--- src/rtl/utfd_pkg.sv ---
// Shared types, codes and constants of the byte stream Unicode decoder.
package utfd_pkg;

   // Widths of the word fields.
   localparam int unsigned BYTE_W = 8;
   localparam int unsigned CP_W   = 21;
   localparam int unsigned ACC_W  = 26;
   localparam int unsigned UNIT_W = 16;
   localparam int unsigned SURR_W = 10;

   // Depth of the result queue behind the decoder.
   localparam int unsigned RSP_QUEUE_DEPTH = 4;

   // Fixed code points.
   localparam logic [CP_W-1:0] REPLACEMENT_CP = CP_W'(24'h00FFFD);
   localparam logic [CP_W-1:0] SUPPLEMENTARY_BASE = CP_W'(24'h010000);

   // Surrogate unit prefixes (top six bits of a 16-bit unit).
   localparam logic [5:0] HIGH_SURR_PREFIX = 6'b110110;
   localparam logic [5:0] LOW_SURR_PREFIX  = 6'b110111;

   // Encoding selected by the mode register.
   typedef enum logic [1:0] {
      MODE_UTF8    = 2'd0,
      MODE_UTF16BE = 2'd1,
      MODE_UTF16LE = 2'd2,
      MODE_RAW     = 2'd3
   } mode_type;

   // One input word.
   typedef struct packed {
      logic [BYTE_W-1:0] data_byte;
      logic              end_of_input;
   } req_type;

   // One result word.
   typedef struct packed {
      logic [CP_W-1:0] code_point;
      logic            malformed;
      logic            stream_end;
      logic            last_of_run;
   } rsp_type;

   // Results of one decoded input word, handed from decoder to queue.
   typedef struct packed {
      logic [1:0] count;
      rsp_type    first;
      rsp_type    second;
   } dec_out_type;

   // Sum of the lead and continuation marker bits folded into a UTF-8 sequence.
   function automatic logic [ACC_W-1:0] utf8_offset(input logic [1:0] extra);
      logic [ACC_W-1:0] offset;
      begin
         case (extra)
            2'd1:    offset = ACC_W'(32'h0000_3080);
            2'd2:    offset = ACC_W'(32'h000E_2080);
            2'd3:    offset = ACC_W'(32'h03C8_2080);
            default: offset = '0;
         endcase
         return offset;
      end
   endfunction

endpackage

--- src/rtl/utf_byte_stream_decoder.sv ---
// Top level of the byte stream Unicode decoder.
//
// Input words (req_) carry one stream byte or an end-of-input marker; result
// words (rsp_) carry one code point each, with flags for replacement, stream
// end and last result of its input word. Both channels use valid/ready.
// The csr_ port writes the two-bit encoding mode (UTF-8, UTF-16BE, UTF-16LE,
// raw); a write also drops any half-decoded sequence. An accepted word is
// held in the input register and decoded straight out of it; its results
// are written into a small result queue once the queue has room, and the
// queue offers them on rsp_. One input word is taken every cycle as long
// as the queue has room for two results; the queue drains one result per
// cycle while the receiver is ready, so words that give two results slow
// intake to the output rate. When the receiver stalls, the queue fills and
// req_ready falls. Reset empties the input register and the queue, clears
// the decoder state and selects UTF-8.
module utf_byte_stream_decoder #(
   parameter int unsigned RSP_DEPTH = utfd_pkg::RSP_QUEUE_DEPTH
) (
   input  logic              clock,
   input  logic              reset,
   input  logic              req_valid,
   output logic              req_ready,
   input  utfd_pkg::req_type req_data,
   output logic              rsp_valid,
   input  logic              rsp_ready,
   output utfd_pkg::rsp_type rsp_data,
   input  logic              csr_wr_en,
   input  logic [1:0]        csr_wr_data
);
   import utfd_pkg::*;

   logic        in_valid_ff, in_valid_in;
   req_type     in_item_ff;
   logic        room;
   logic        advance;
   dec_out_type dec_out;

   assign advance     = in_valid_ff && room;
   assign req_ready   = !in_valid_ff || advance;
   assign in_valid_in = (req_valid && req_ready) || (in_valid_ff && !advance);

   // Input register.
   always_ff @(posedge clock) begin
      if (reset) begin
         in_valid_ff <= 1'b0;
      end else begin
         in_valid_ff <= in_valid_in;
      end
   end

   always_ff @(posedge clock) begin
      if (req_valid && req_ready) begin
         in_item_ff <= req_data;
      end
   end

   // Decode stage with the decoder state.
   utfd_decode u_decode (
      .clock       (clock),
      .reset       (reset),
      .csr_wr_en   (csr_wr_en),
      .csr_wr_data (csr_wr_data),
      .fire        (advance),
      .item        (in_item_ff),
      .dec_out     (dec_out)
   );

   // Result queue.
   utfd_rsp_queue #(
      .DEPTH (RSP_DEPTH)
   ) u_rsp_queue (
      .clock     (clock),
      .reset     (reset),
      .push      (advance),
      .dec_out   (dec_out),
      .room      (room),
      .rsp_valid (rsp_valid),
      .rsp_ready (rsp_ready),
      .rsp_data  (rsp_data)
   );

endmodule

--- src/rtl/utfd_decode.sv ---
// Decoder state and the single-pass decode of one registered input word.
module utfd_decode (
   input  logic                  clock,
   input  logic                  reset,
   input  logic                  csr_wr_en,
   input  logic [1:0]            csr_wr_data,
   input  logic                  fire,
   input  utfd_pkg::req_type     item,
   output utfd_pkg::dec_out_type dec_out
);
   import utfd_pkg::*;

   mode_type            mode_ff, mode_in;
   logic [ACC_W-1:0]    acc_ff, acc_in;
   logic [1:0]          left_ff, left_in;
   logic [1:0]          extra_ff, extra_in;
   logic [1:0]          phase_ff, phase_in;
   logic [SURR_W-1:0]   first_ff, first_in;
   logic [BYTE_W-1:0]   partial_ff, partial_in;

   logic [BYTE_W-1:0]   b;
   logic [UNIT_W-1:0]   unit;
   logic [ACC_W-1:0]    acc_sum;
   logic                open_seq;
   logic                a_emit, b_emit;
   rsp_type             res_a, res_b;

   assign b = item.data_byte;

   // Decode: up to two results (a then b) and the next decoder state.
   always_comb begin
      mode_in    = mode_ff;
      acc_in     = acc_ff;
      left_in    = left_ff;
      extra_in   = extra_ff;
      phase_in   = phase_ff;
      first_in   = first_ff;
      partial_in = partial_ff;
      a_emit     = 1'b0;
      b_emit     = 1'b0;
      res_a      = '0;
      res_b      = '0;
      unit       = (mode_ff == MODE_UTF16BE) ? {partial_ff, b} : {b, partial_ff};
      acc_sum    = {acc_ff[ACC_W-7:0], 6'b0} + ACC_W'(b);
      open_seq   = ((mode_ff == MODE_UTF8) && (left_ff != 2'd0)) ||
                   (((mode_ff == MODE_UTF16BE) || (mode_ff == MODE_UTF16LE)) &&
                    (phase_ff != 2'd0));

      if (csr_wr_en) begin
         // A mode write drops any half-read sequence.
         mode_in    = mode_type'(csr_wr_data);
         acc_in     = '0;
         left_in    = '0;
         extra_in   = '0;
         phase_in   = '0;
         first_in   = '0;
         partial_in = '0;
      end else if (fire) begin
         if (item.end_of_input) begin
            // End of stream: flag an open sequence, then report the end.
            a_emit               = open_seq;
            res_a.code_point     = REPLACEMENT_CP;
            res_a.malformed      = 1'b1;
            b_emit               = 1'b1;
            res_b.stream_end     = 1'b1;
            acc_in     = '0;
            left_in    = '0;
            extra_in   = '0;
            phase_in   = '0;
            first_in   = '0;
            partial_in = '0;
         end else begin
            unique case (mode_ff)
               MODE_UTF8: begin
                  if ((left_ff != 2'd0) && (b[7:6] == 2'b10)) begin
                     // Continuation byte: fold it in, finish on the last one.
                     acc_in  = acc_sum;
                     left_in = left_ff - 2'd1;
                     if (left_ff == 2'd1) begin
                        a_emit           = 1'b1;
                        res_a.code_point = CP_W'(acc_sum - utf8_offset(extra_ff));
                        acc_in           = '0;
                        extra_in         = '0;
                     end
                  end else begin
                     // Bad continuation gives a replacement, then the byte
                     // is taken again as a lead byte.
                     if (left_ff != 2'd0) begin
                        a_emit           = 1'b1;
                        res_a.code_point = REPLACEMENT_CP;
                        res_a.malformed  = 1'b1;
                        acc_in           = '0;
                        left_in          = '0;
                        extra_in         = '0;
                     end
                     if (b < 8'hC0) begin
                        b_emit           = 1'b1;
                        res_b.code_point = CP_W'(b);
                     end else if (b >= 8'hF8) begin
                        b_emit           = 1'b1;
                        res_b.code_point = REPLACEMENT_CP;
                        res_b.malformed  = 1'b1;
                     end else begin
                        acc_in   = ACC_W'(b);
                        left_in  = (b < 8'hE0) ? 2'd1 : (b < 8'hF0) ? 2'd2 : 2'd3;
                        extra_in = (b < 8'hE0) ? 2'd1 : (b < 8'hF0) ? 2'd2 : 2'd3;
                     end
                  end
               end
               MODE_UTF16BE, MODE_UTF16LE: begin
                  if (!phase_ff[0]) begin
                     // First byte of a unit.
                     partial_in = b;
                     phase_in   = phase_ff + 2'd1;
                  end else if (phase_ff == 2'd1) begin
                     // Second byte of a unit with no high surrogate pending.
                     phase_in = 2'd0;
                     if (unit[15:10] == HIGH_SURR_PREFIX) begin
                        first_in = unit[SURR_W-1:0];
                        phase_in = 2'd2;
                     end else if (unit[15:10] == LOW_SURR_PREFIX) begin
                        a_emit           = 1'b1;
                        res_a.code_point = REPLACEMENT_CP;
                        res_a.malformed  = 1'b1;
                     end else begin
                        a_emit           = 1'b1;
                        res_a.code_point = CP_W'(unit);
                     end
                  end else begin
                     // Second unit after a high surrogate.
                     phase_in = 2'd0;
                     first_in = '0;
                     a_emit   = 1'b1;
                     if (unit[15:10] == LOW_SURR_PREFIX) begin
                        res_a.code_point = SUPPLEMENTARY_BASE +
                                           CP_W'({first_ff, unit[SURR_W-1:0]});
                     end else begin
                        res_a.code_point = REPLACEMENT_CP;
                        res_a.malformed  = 1'b1;
                        b_emit           = 1'b1;
                        res_b.code_point = CP_W'(unit);
                     end
                  end
               end
               MODE_RAW: begin
                  a_emit           = 1'b1;
                  res_a.code_point = CP_W'(b);
               end
               default: begin
                  a_emit = 1'b0;
               end
            endcase
         end
      end
   end

   // Pack the emitted results in order and mark the last one.
   always_comb begin
      dec_out.count  = 2'(a_emit) + 2'(b_emit);
      dec_out.first  = a_emit ? res_a : res_b;
      dec_out.second = res_b;
      dec_out.first.last_of_run  = !(a_emit && b_emit);
      dec_out.second.last_of_run = 1'b1;
   end

   // Decoder state registers.
   always_ff @(posedge clock) begin
      if (reset) begin
         mode_ff    <= MODE_UTF8;
         acc_ff     <= '0;
         left_ff    <= '0;
         extra_ff   <= '0;
         phase_ff   <= '0;
         first_ff   <= '0;
         partial_ff <= '0;
      end else begin
         mode_ff    <= mode_in;
         acc_ff     <= acc_in;
         left_ff    <= left_in;
         extra_ff   <= extra_in;
         phase_ff   <= phase_in;
         first_ff   <= first_in;
         partial_ff <= partial_in;
      end
   end

endmodule

--- src/rtl/utfd_rsp_queue.sv ---
// Result queue: takes up to two result words a cycle, hands out one while the receiver is ready.
module utfd_rsp_queue #(
   parameter int unsigned DEPTH = utfd_pkg::RSP_QUEUE_DEPTH
) (
   input  logic                  clock,
   input  logic                  reset,
   input  logic                  push,
   input  utfd_pkg::dec_out_type dec_out,
   output logic                  room,
   output logic                  rsp_valid,
   input  logic                  rsp_ready,
   output utfd_pkg::rsp_type     rsp_data
);
   import utfd_pkg::*;

   localparam int unsigned PW = (DEPTH > 2) ? $clog2(DEPTH) : 1;
   localparam int unsigned CW = $clog2(DEPTH + 1);

   rsp_type        entry_ff [DEPTH];
   logic [PW-1:0]  wr_ptr_ff, wr_ptr_in, wr_ptr_nx;
   logic [PW-1:0]  rd_ptr_ff, rd_ptr_in;
   logic [CW-1:0]  count_ff, count_in;
   logic [1:0]     push_count;
   logic           pop;

   function automatic logic [PW-1:0] wrap_inc(input logic [PW-1:0] ptr);
      begin
         return (ptr == PW'(DEPTH - 1)) ? '0 : ptr + PW'(1);
      end
   endfunction

   assign pop        = rsp_valid && rsp_ready;
   assign push_count = push ? dec_out.count : 2'd0;
   assign wr_ptr_nx  = wrap_inc(wr_ptr_ff);
   assign rsp_valid  = (count_ff != '0);
   assign rsp_data   = entry_ff[rd_ptr_ff];

   // Space for two words once this cycle's pop is counted.
   assign room = ((CW+1)'(count_ff) + (CW+1)'(2)) <= ((CW+1)'(DEPTH) + (CW+1)'(pop));

   // Pointer and fill count updates.
   always_comb begin
      wr_ptr_in = wr_ptr_ff;
      if (push_count == 2'd1) begin
         wr_ptr_in = wr_ptr_nx;
      end else if (push_count == 2'd2) begin
         wr_ptr_in = wrap_inc(wr_ptr_nx);
      end
      rd_ptr_in = pop ? wrap_inc(rd_ptr_ff) : rd_ptr_ff;
      count_in  = count_ff + CW'(push_count) - CW'(pop);
   end

   always_ff @(posedge clock) begin
      if (reset) begin
         wr_ptr_ff <= '0;
         rd_ptr_ff <= '0;
         count_ff  <= '0;
      end else begin
         wr_ptr_ff <= wr_ptr_in;
         rd_ptr_ff <= rd_ptr_in;
         count_ff  <= count_in;
      end
   end

   // Queue storage.
   always_ff @(posedge clock) begin
      if (push_count != 2'd0) begin
         entry_ff[wr_ptr_ff] <= dec_out.first;
      end
      if (push_count == 2'd2) begin
         entry_ff[wr_ptr_nx] <= dec_out.second;
      end
   end

endmodule

--- config.mk ---
export PLATFORM = sky130hd
export DESIGN_NAME = utf_byte_stream_decoder
export DESIGN_NICKNAME = d
export VERILOG_FILES = /design/src/rtl/utfd_pkg.sv /design/src/rtl/utf_byte_stream_decoder.sv /design/src/rtl/utfd_decode.sv /design/src/rtl/utfd_rsp_queue.sv
export SDC_FILE = /design/constraint.sdc
export NUM_CORES = 1
export LEC_CHECK = 0
export BUFFER_PORTS_ARGS = -buffer_cell sky130_fd_sc_hd__buf_2
export CORE_MARGIN = 2
export CORE_UTILIZATION = 30
export DETAILED_ROUTE_END_ITERATION = 7
export PLACE_DENSITY_LB_ADDON = 0.1
export SKIP_LAST_GASP = 1
export SLEW_MARGIN = 15
export SYNTH_ARGS = -nofsm -noshare
export SYNTH_HDL_FRONTEND = slang
export SYNTH_HIERARCHICAL = 1
export SYNTH_SLANG_ARGS = --single-unit
--- constraint.sdc ---
create_clock -name clock -period 12.1 [get_ports clock]
set_input_delay 1.21 -clock clock [delete_from_list [all_inputs] [get_ports clock]]
set_output_delay 1.21 -clock clock [all_outputs]
set_load 0.005 [all_outputs]
Yosys cells after proc, flatten, opt, wreduce, memory -nomap -nowiden
Memory sizes are Yosys's and may differ from the RTL's. A register that Yosys moved wholly into a read port is not among the register bits.
Cells that the tools add are included.
- register bits: 69
- bits in writable memories: 96
- bits of input ports: 16
- output and inout port bits: 26
- word-level logic and storage cells: 186
- memories kept: 1
- add/sub/neg operators: 13
- $lt $le $gt $ge: 5
- eq/ne operators: 19
- muxes and demuxes: 104
- reduce and logical (&&, ||, !) cells: 31
- memory list (memory ; words ; bits a word ; read ports ; clocked after memory_dff ; wr ports ; RTL line ; RTL):
    u_rsp_queue.entry_ff ; 4 ; 24 ; 1 ; 1 ; 2 ; utfd_rsp_queue.sv:19 ; rsp_type entry_ff [DEPTH];
- operators with widths (cell ; number):
    $mux 21 ; 12
    $mux 26 ; 7
    $mux 22 ; 8
    $pmux 21 s3 ; 1
    $pmux 20 s3 ; 1
    $mux 2 ; 27
    $mux 10 ; 5
    $mux 16 ; 3
    $mux 23 ; 2
    $pmux 21 s2 ; 1
    $mux 17 ; 2
    $mux 1 ; 28
    $add 26x8->26 ; 1
    $lt 8x8->1 const B ; 3
    $mux 24 ; 1
    $mux 8 ; 3
    $add 17x20->21 const A ; 1
    $sub 21x21->21 ; 1
    $eq 2x2->1 const B ; 9
    $reduce_bool 2->1 ; 7
    $eq 6x6->1 const B ; 2
    $eq 2x1->1 const B ; 5
    $add 2x1->2 const B ; 4
    $ge 8x8->1 const B ; 1
    20 further kinds ; 37

Longest topological paths before layout
- depth after elaboration: 16
- gate-level depth with buffers: 20
- mapped depth without buffers: 18

Modules after synthesis
The synthesis kept the hierarchy.
- modules (own cells, without submodules) (module ; times used ; cells each ; area each (um^2) ; sequential area each (um^2)):
    utfd_rsp_queue ; 1 ; 307 ; 5313.8 ; 3062.9
    utfd_decode ; 1 ; 529 ; 3905.0 ; 820.8
    utf_byte_stream_decoder ; 1 ; 15 ; 332.8 ; 290.3

Worst setup path after synthesis
Ideal clock, no wire load.
- path kind: input to register
- start point: in rsp_ready
- end point: mem u_rsp_queue/entry_ff[1][0] in the netlist's numbering, enable pin
- library setup time: 438 ps
- arrival time: 5069 ps
- data required time: 11662 ps
- setup slack: 6593 ps
- cell stages on the path: 15
- buffers on the path: 2
- path through: o31ai_4 -> inv_1 -> ha_1 -> a22oi_1 -> o22ai_1 -> and2_2 -> buf_2 -> nor2b_1 -> o311ai_4 -> inv_4 -> buf_6 -> ha_1 -> nand2_1 -> ha_1 -> o21ai_0
- RTL lines (what ; RTL line ; RTL):
    from (decl) ; utf_byte_stream_decoder.sv:25 ; input logic rsp_ready,
    to (decl) ; utfd_rsp_queue.sv:19 ;

==> flow_metrics.tcl <==
set metrics [dict create \
    power_frac_seq_pct 44.0 \
    post_cts_hold_buffer_count 0 \
    grt_usage_pct 17.0 \
    grt_pass1_vias 6818 \
    synth_compound_area_share_pct 13.6 \
    die-area_um2 33300 \
    first_pass_iters 4 \
    root_buffer "clkbuf_16" \
    tritoncts "yes" \
    worst-path-max-fanout 25 \
    drt_iter0_markers 342 \
    die_w_um 182 \
    yosysWarnings 6 \
    cts_resized 0 \
    rsz0062_at_grt "false" \
    final_nets 929 \
    clkPwrFrac_pct 39.4 \
    syn2layout_area_growth_pct 11.7 \
    mostFrequentLayoutCells "edfxtp_1, mux2_2, nor2_1, dfxtp_1, buf_2" \
    cts_sinks 156 \
    outcome "finished clean" \
    setup_viol 0 \
    io_buffers 41 \
    max_cap_viol_count 0 \
    synth-simple-area-share_pct 11.8 \
    p_comb_share_pct 16.7 \
    maxSlewHeadroom_pct 35.8 \
    rows 65 \
    worstSetupStartpointType "flip-flop" \
    cts_max_path_buffers 2 \
    synth-seq-area-share_pct 43.7 \
    synth_cell_type_count 71 \
    syn_area_per_cell_um2 11.2 \
    grt_max_degree 31 \
    hold_class "reg2reg" \
    timing_hold_violations_final 0 \
    synthAdderAreaFrac_pct 4.61 \
    synth_xor_area_share_pct 2.75 \
    synthCells 851 \
    synth_top_family_by_area "multiplexers" \
    worstPathRequired_ps 12220 \
    final_common_cell "edfxtp_1" \
    drc 0 \
    max_freq_mhz 200 \
    peakVddDrop_mv 0.0852 \
    io-pin-count 42 \
    crit_type "reg2reg" \
    switching_share_pct 28.7 \
    syn-cell-area_um2 9550 \
    drv_slew 0 \
    cts_setup_buffers 0 \
    min_period_over_period_pct 41.4 \
    p_per_area_nw_per_um2 133 \
    grt_antenna_before_repair 0 \
    wire_per_inst_um 21.0 \
    synth_edf_count 105 \
    cts_max_level 4 \
    wirelength_um 27100 \
    clk_pin_slew_worst_paths_ps 80 \
    intPower_uw 1020 \
    worstMarginPinSlew_ps 960 \
    finalWeightedCongestion 0.849 \
    dp_hpwl_um 19700 \
    start_util_pct 30.3 \
    cp-end-kind "flip-flop" \
    synth-async-reset-ratio_pct 0 \
    cp.arrival_ps 5130 \
    ant_nets 0 \
    grt_overflow 0 \
    fp.dieH_um 182 \
    fillers 3152 \
    viasPerCell 5.17 \
    p_sw_uw 408 \
    core_um2 31500 \
    tns_ps 0 \
    num_antenna_cells 0 \
    vias 6691 \
    worstSkewPairLatency_ps 440 \
    cts_buffers 17 \
    synth-main-ff-cell "edfxtp_1" \
    drive_above_1_share_pct 25.9 \
    finClkSkew_ps 10.8 \
    ys_seq_elements 156 \
    fin_util_pct 33.9 \
    p_leak_uw 0.00388 \
    grt_pass1_wl_um 42500 \
    post-route-min-period_ps 5010 \
    synthMuxAreaShare_pct 18.8 \
]
path summary, 6_finish.rpt:
path	startpoint	to	slack, ps	cells past startpoint
min	u_decode/first_ff[1]$_SDFFE_PP0P_	u_decode/first_ff[1]$_SDFFE_PP0P_	480	2
max	u_decode/mode_ff[1]$_SDFFE_PP0P_	u_rsp_queue/entry_ff[1][19]$_DFFE_PP_	7090	15
max reg2reg	u_decode/mode_ff[1]$_SDFFE_PP0P_	u_rsp_queue/entry_ff[1][19]$_DFFE_PP_	7090	15
min reg2reg	u_decode/first_ff[1]$_SDFFE_PP0P_	u_decode/first_ff[1]$_SDFFE_PP0P_	480	2
cells by family (layout without fill, tap and decap cells):
| group | after synthesis | in the layout |
|---|---|---|
| AND/OR/NAND/NOR | 220 | 220 |
| AO/OA/AOI/OAI | 192 | 192 |
| multiplexers | 137 | 137 |
| other | 2 | 6 |
| XOR/XNOR | 30 | 30 |
| adder cells (fa/ha/maj) | 34 | 34 |
| flip-flops | 156 | 156 |
| buffers and inverters | 80 | 117 |
Yosys cell counts, types with 10 or more instances:
cell type	number	share of area [%]
clkbuf_1	20	0.79
xnor2_1	22	2.0
mux2i_1	15	1.6
nand2b_1	11	0.72
edfxtp_1	105	33
a21oi_1	34	1.8
and2_1	10	0.65
nor3_1	10	0.52
mux4_2	24	5.7
o31ai_1	11	0.86
inv_1	31	1.2
dfxtp_1	51	11
nand3_1	28	1.5
a22oi_1	21	1.7
nand2_1	30	1.2
nor2_1	69	2.7
o21ai_0	40	2.1
o21a_1	23	1.8
ha_1	32	4.2
buf_6	14	1.7
nor2b_1	19	1.2
mux2_2	97	11
critical path, stage by stage, from the launching register on:
cell,delay (ps)
dfxtp_1,430
inv_1,90
ha_1,180
buf_4,230
nand2b_1,200
or3_4,360
a211o_1,310
and2_4,250
o311ai_4,460
inv_4,170
ha_1,320
nand2_1,140
ha_1,290
nand2_2,450
o21ai_2,420
buf_4,360
routing by layer:
layer	share of wire, %	track usage [%]	wire [µm]	vias up
met2	46	27.5	12600	130
met1	48	23.3	13100	3302
li1	-	-	-	3235
met3	3.2	2.97	868	24
met5	0	0	0	-
met4	2.0	5.26	535	0
power by group through the flow:
stage | sequential (µW) | clock [µW] | combinational, µW
2_1_floorplan | 608 | 0 | 193
3_3_place_gp | 641 | 0 | 241
3_5_place_dp | 641 | 0 | 238
4_1_cts | 629 | 577 | 240
5_1_grt | 632 | 598 | 264
6_report | 626 | 560 | 237
metrics by stage:
step | total power [µW] | cells | hold slack (ps) | cell area (µm²) | setup slack, ps
global placement | 882 | 1262 | 460 | 10100 | 6770
finish | 1420 | 1294 | 478 | 10700 | 7090
floorplan | 801 | 855 | 440 | 9570 | 6590
detailed placement | 879 | 1262 | 462 | 10100 | 6700
global route | 1490 | 1294 | 517 | 10700 | 6730
CTS | 1450 | 1294 | 474 | 10700 | 7060
flip-flops by register name, summed over array words and instances, names as in the netlist, named ones only:
signal                 cells
u_rsp_queue/count_ff       3
u_decode/left_ff           2
u_rsp_queue/rd_ptr_ff      2
u_decode/first_ff         10
u_decode/acc_ff           15
u_rsp_queue/entry_ff      96
in_item_ff                 9
u_decode/phase_ff          2
in_valid_ff                1
u_decode/extra_ff          2
u_decode/partial_ff        8
u_decode/mode_ff           2
u_rsp_queue/wr_ptr_ff      2
final cells by class:
class                   instances  area [µm²]  share of cell area [%]
multi-input cells             619        4970                    46.6
flip-flops and latches        156        4180                    39.1
well taps                     402         503                    4.71
clock buffers                  17         425                    3.99
repair buffers                 53         295                    2.77
clock inverters                15         178                    1.67
inverters                      32         123                    1.15
(Power assumes the default switching activity.)
